<file path="src/hw/rtl/tha_ram.sv">
module tha_ram #(
    parameter int WIDTH = 8,
    parameter int DEPTH = 512
) (
    input  logic                     aclk,
    input  logic                     we,
    input  logic [$clog2(DEPTH)-1:0] waddr,
    input  logic [WIDTH-1:0]         wdata,
    input  logic [$clog2(DEPTH)-1:0] raddr,
    output logic [WIDTH-1:0]         rdata
);

    logic [WIDTH-1:0] mem [DEPTH];
    logic [WIDTH-1:0] rdata_reg;

    // write-first on a same-address collision
    always_ff @(posedge aclk) begin
        if (we) begin
            mem[waddr] <= wdata;
        end
        rdata_reg <= (we && (waddr == raddr)) ? wdata : mem[raddr];
    end

    assign rdata = rdata_reg;

endmodule
</file>
<file path="config.mk">
export PLATFORM = sky130hd
export DESIGN_NAME = tha_ram
export DESIGN_NICKNAME = d
export VERILOG_FILES = /design/src/hw/rtl/tha_ram.sv
export SDC_FILE = /design/constraint.sdc
export NUM_CORES = 2
export LEC_CHECK = 0
export BUFFER_PORTS_ARGS = -buffer_cell sky130_fd_sc_hd__buf_2
export CELL_PAD_IN_SITES_DETAIL_PLACEMENT = 1
export CELL_PAD_IN_SITES_GLOBAL_PLACEMENT = 2
export CORE_UTILIZATION = 40
export DETAILED_ROUTE_END_ITERATION = 10
export GPL_TIMING_DRIVEN = 1
export HOLD_SLACK_MARGIN = 0.15
export PLACE_DENSITY = 0.66
export SLEW_MARGIN = 20
export SYNTH_ARGS = -nofsm -noshare
export SYNTH_HDL_FRONTEND = slang
export SYNTH_SLANG_ARGS = --single-unit
export TNS_END_PERCENT = 30
</file>
<file path="constraint.sdc">
create_clock -name aclk -period 2.4 [get_ports aclk]
set_input_delay 0.48 -clock aclk [delete_from_list [all_inputs] [get_ports aclk]]
set_output_delay 0.48 -clock aclk [all_outputs]
set_load 0.02 [all_outputs]
</file>
==> impl_metrics.tcl <==
set metrics [dict create \
    crit_required_ns 1.92 \
    worst_slack_ns -2.64 \
    seq_area_um2 123000 \
    wl_met1_um 208000 \
    powerDensity_nw_per_um2 788 \
    via_per_inst 5.70 \
    dp_hpwl_um 322000 \
    ir_drop_uv 663 \
    design_area_um2 196000 \
    antenna_left 0 \
    worst_pin_slew_ns 1.03 \
    dieWidth_um 634 \
    worstHoldStart "raddr[0]" \
    grt_pass1_wl_um 687000 \
    dpl_cell_area_um2 180000 \
    synth_enable_flop_cells 4096 \
    clock_sinks 4105 \
    io_pins 36 \
    grt_setup_unrepaired "yes" \
    status "complete, but fails checks" \
    port_buffers 35 \
    regMostFlops "mem" \
    criticalPathCategory "flop to output port" \
    clkTransAtPathRegs_ns 0.06 \
    fin_crit_ns 5.04 \
    crit_chain "nand2b_4 > buf_12 > o221ai_1 > buf_4 > buf_6 > a21oi_4 > nor4_4 > buf_4 > nand4_1 > nor4_4 > buf_6 > o2111a_2 > buf_6" \
    syn-num-nets 8059 \
    ys_seq_area_frac 0.770 \
    layout_common_cells "edfxtp_1, buf_4, mux2i_1" \
    synth-seq-cells 4105 \
    wl_per_cell_um 31.4 \
    num-nets-final 9915 \
    ys_types 51 \
    syn_area_um2 160000 \
    yosys_warnings 0 \
    setup_viol_count_final 8 \
    root_buffer "clkbuf_16" \
    drive_gt1_frac 0.323 \
    swShare 0.221 \
    largest_reg_flops 4096 \
    antenna_found_initial 31 \
    grt_use_total 0.238 \
    cap_violations 0 \
    avgSynthCellArea_um2 19.9 \
    met2_length_um 237000 \
    worstPathArrival_ns 4.56 \
    start_util 0.403 \
    die_area_um2 402000 \
    final_common_cell "edfxtp_1" \
    crit_slowest_cell "nor4_4" \
    top_layer_used "met5" \
    power_frac_clock 0.427 \
    critical_path_buf_inv_count 6 \
    cts_buffers 428 \
    wl_met3_um 28100 \
    path_max_fanout 31 \
    hold_viol 0 \
    synthToLayoutAreaGrowth_pct 22.6 \
    clock.fmax_mhz 198 \
    drt_iter0_markers 9058 \
    async_reset_ff_frac 0 \
    reg_top3 "mem x4096" \
    clockBufferDepth 4 \
    drcViolationCount 0 \
    seq_power_share 0.511 \
    grt_max_degree 112 \
    cpMostUsedCell "buf_6" \
    gr-total-overflow 0 \
    rows 231 \
    core_um2 397000 \
    comb_power_share 0.062 \
    die_h_um 634 \
    cts_tree "yes" \
    holdWs_ns 0.289 \
    violations "negative setup slack" \
    p_sw_uw 34100 \
    multi_input_area_um2 34700 \
    maxSlewHeadroom 0.310 \
    htreeDepth 5 \
    fin_setup_tns_ns -20.38 \
    endpoint_kind "output port" \
    place_congestion 0.860 \
    maxSlewViolCount 0 \
    place_ws_ns -2.64 \
    dr.pass1.iters 5 \
    drt_wl_total_um 486000 \
    fillCellCount 36400 \
    synth-main-ff-cell "edfxtp_1" \
    hp-class "primary input to flop" \
    first_global_vias 92400 \
    intPower_uw 120000 \
    cellLeakagePower_uw 0.0659 \
    min_period_over_period 2.10 \
    syn_inst 8031 \
    max_stage_delay_ns 0.52 \
    crit_family "simple AND/OR/NAND/NOR gates" \
    vias 88200 \
    worstSetupStartpointType "flop" \
]
-- cell type report --
| cell class | instances | area share |
|---|---|---|
| flip-flops and latches | 4105 | 0.628 |
| multi-input cells | 3410 | 0.177 |
| repair buffers | 1939 | 0.0909 |
| clock buffers | 523 | 0.0568 |
| well taps | 5242 | 0.0335 |
| clock inverters | 256 | 0.0135 |
| inverters | 3 | 0.0000957 |
| diodes | 5 | 0.0000638 |
-- final timing paths --
path	depth (start not counted)	endpoint	slack, ns
min	2	flop	0.29
max	13	rdata[3]	-2.64
-- logic make-up after synthesis --
family / count (synthesis) / share of synthesized area
flops: 4105 / 0.770
mux: 1451 / 0.142
compound gates: 979 / 0.0431
simple gates: 980 / 0.0263
buf+inv: 516 / 0.0185
-- per-stage QoR --
stage	total power, µW	cells	util
after floorplan	84300	8031	-
after global routing	158000	15500	0.494
after CTS	155000	15400	0.492
after detailed placement	89700	14600	0.455
final	154000	15500	0.494
after global placement	89500	14600	0.455
-- power by group through the flow --
| stage | clock (µW) | combinational [µW] | sequential, µW |
|---|---|---|---|
| 6_report | 65900 | 9550 | 79000 |
| 5_1_grt | 69300 | 9940 | 78900 |
| 4_1_cts | 66900 | 9420 | 79000 |
| 3_5_place_dp | 0 | 9190 | 80500 |
| 3_3_place_gp | 0 | 9020 | 80500 |
| 2_1_floorplan | 0 | 3840 | 80500 |
-- synthesized netlist by cell type (8+ instances only) --
cell type	number	area, µm²
buf_6	64	721
edfxtp_1	4096	123000
buf_1	41	154
buf_8	11	165
mux4_2	654	14700
a21oi_1	194	971
o21ai_0	118	591
nor4_1	36	225
nand3_1	36	180
o31ai_1	13	97.6
nor3b_1	8	60.1
mux2i_1	797	7980
nand4_1	32	200
nor2_1	597	2240
buf_2	57	285
a211oi_1	17	128
a22oi_1	61	458
o221ai_1	371	3250
nor3_1	109	546
dfxtp_1	9	180
o22ai_1	163	1020
buf_4	70	526
and2_1	20	125
clkbuf_1	265	995
o2111a_1	8	90.1
nand2_1	111	417
-- layer usage --
metal / global-route usage / vias to the layer above
li1: - / 37200
met1: 0.333 / 47600
met2: 0.396 / 2823
met3: 0.0313 / 627
met4: 0.0570 / 4
met5: 0 / -
-- repair_timing --
item                                    in CTS  in global routing
endpoints found under the setup margin       8                  8
hold buffers                                23                  0
gates cloned                                 6                  4
resized for setup                           91                 93
pin swaps                                   24                 37
buffers inserted                            19                 52
hold endpoints to repair                   661                  0
No activity file was read; power rests on OpenSTA's default activity.
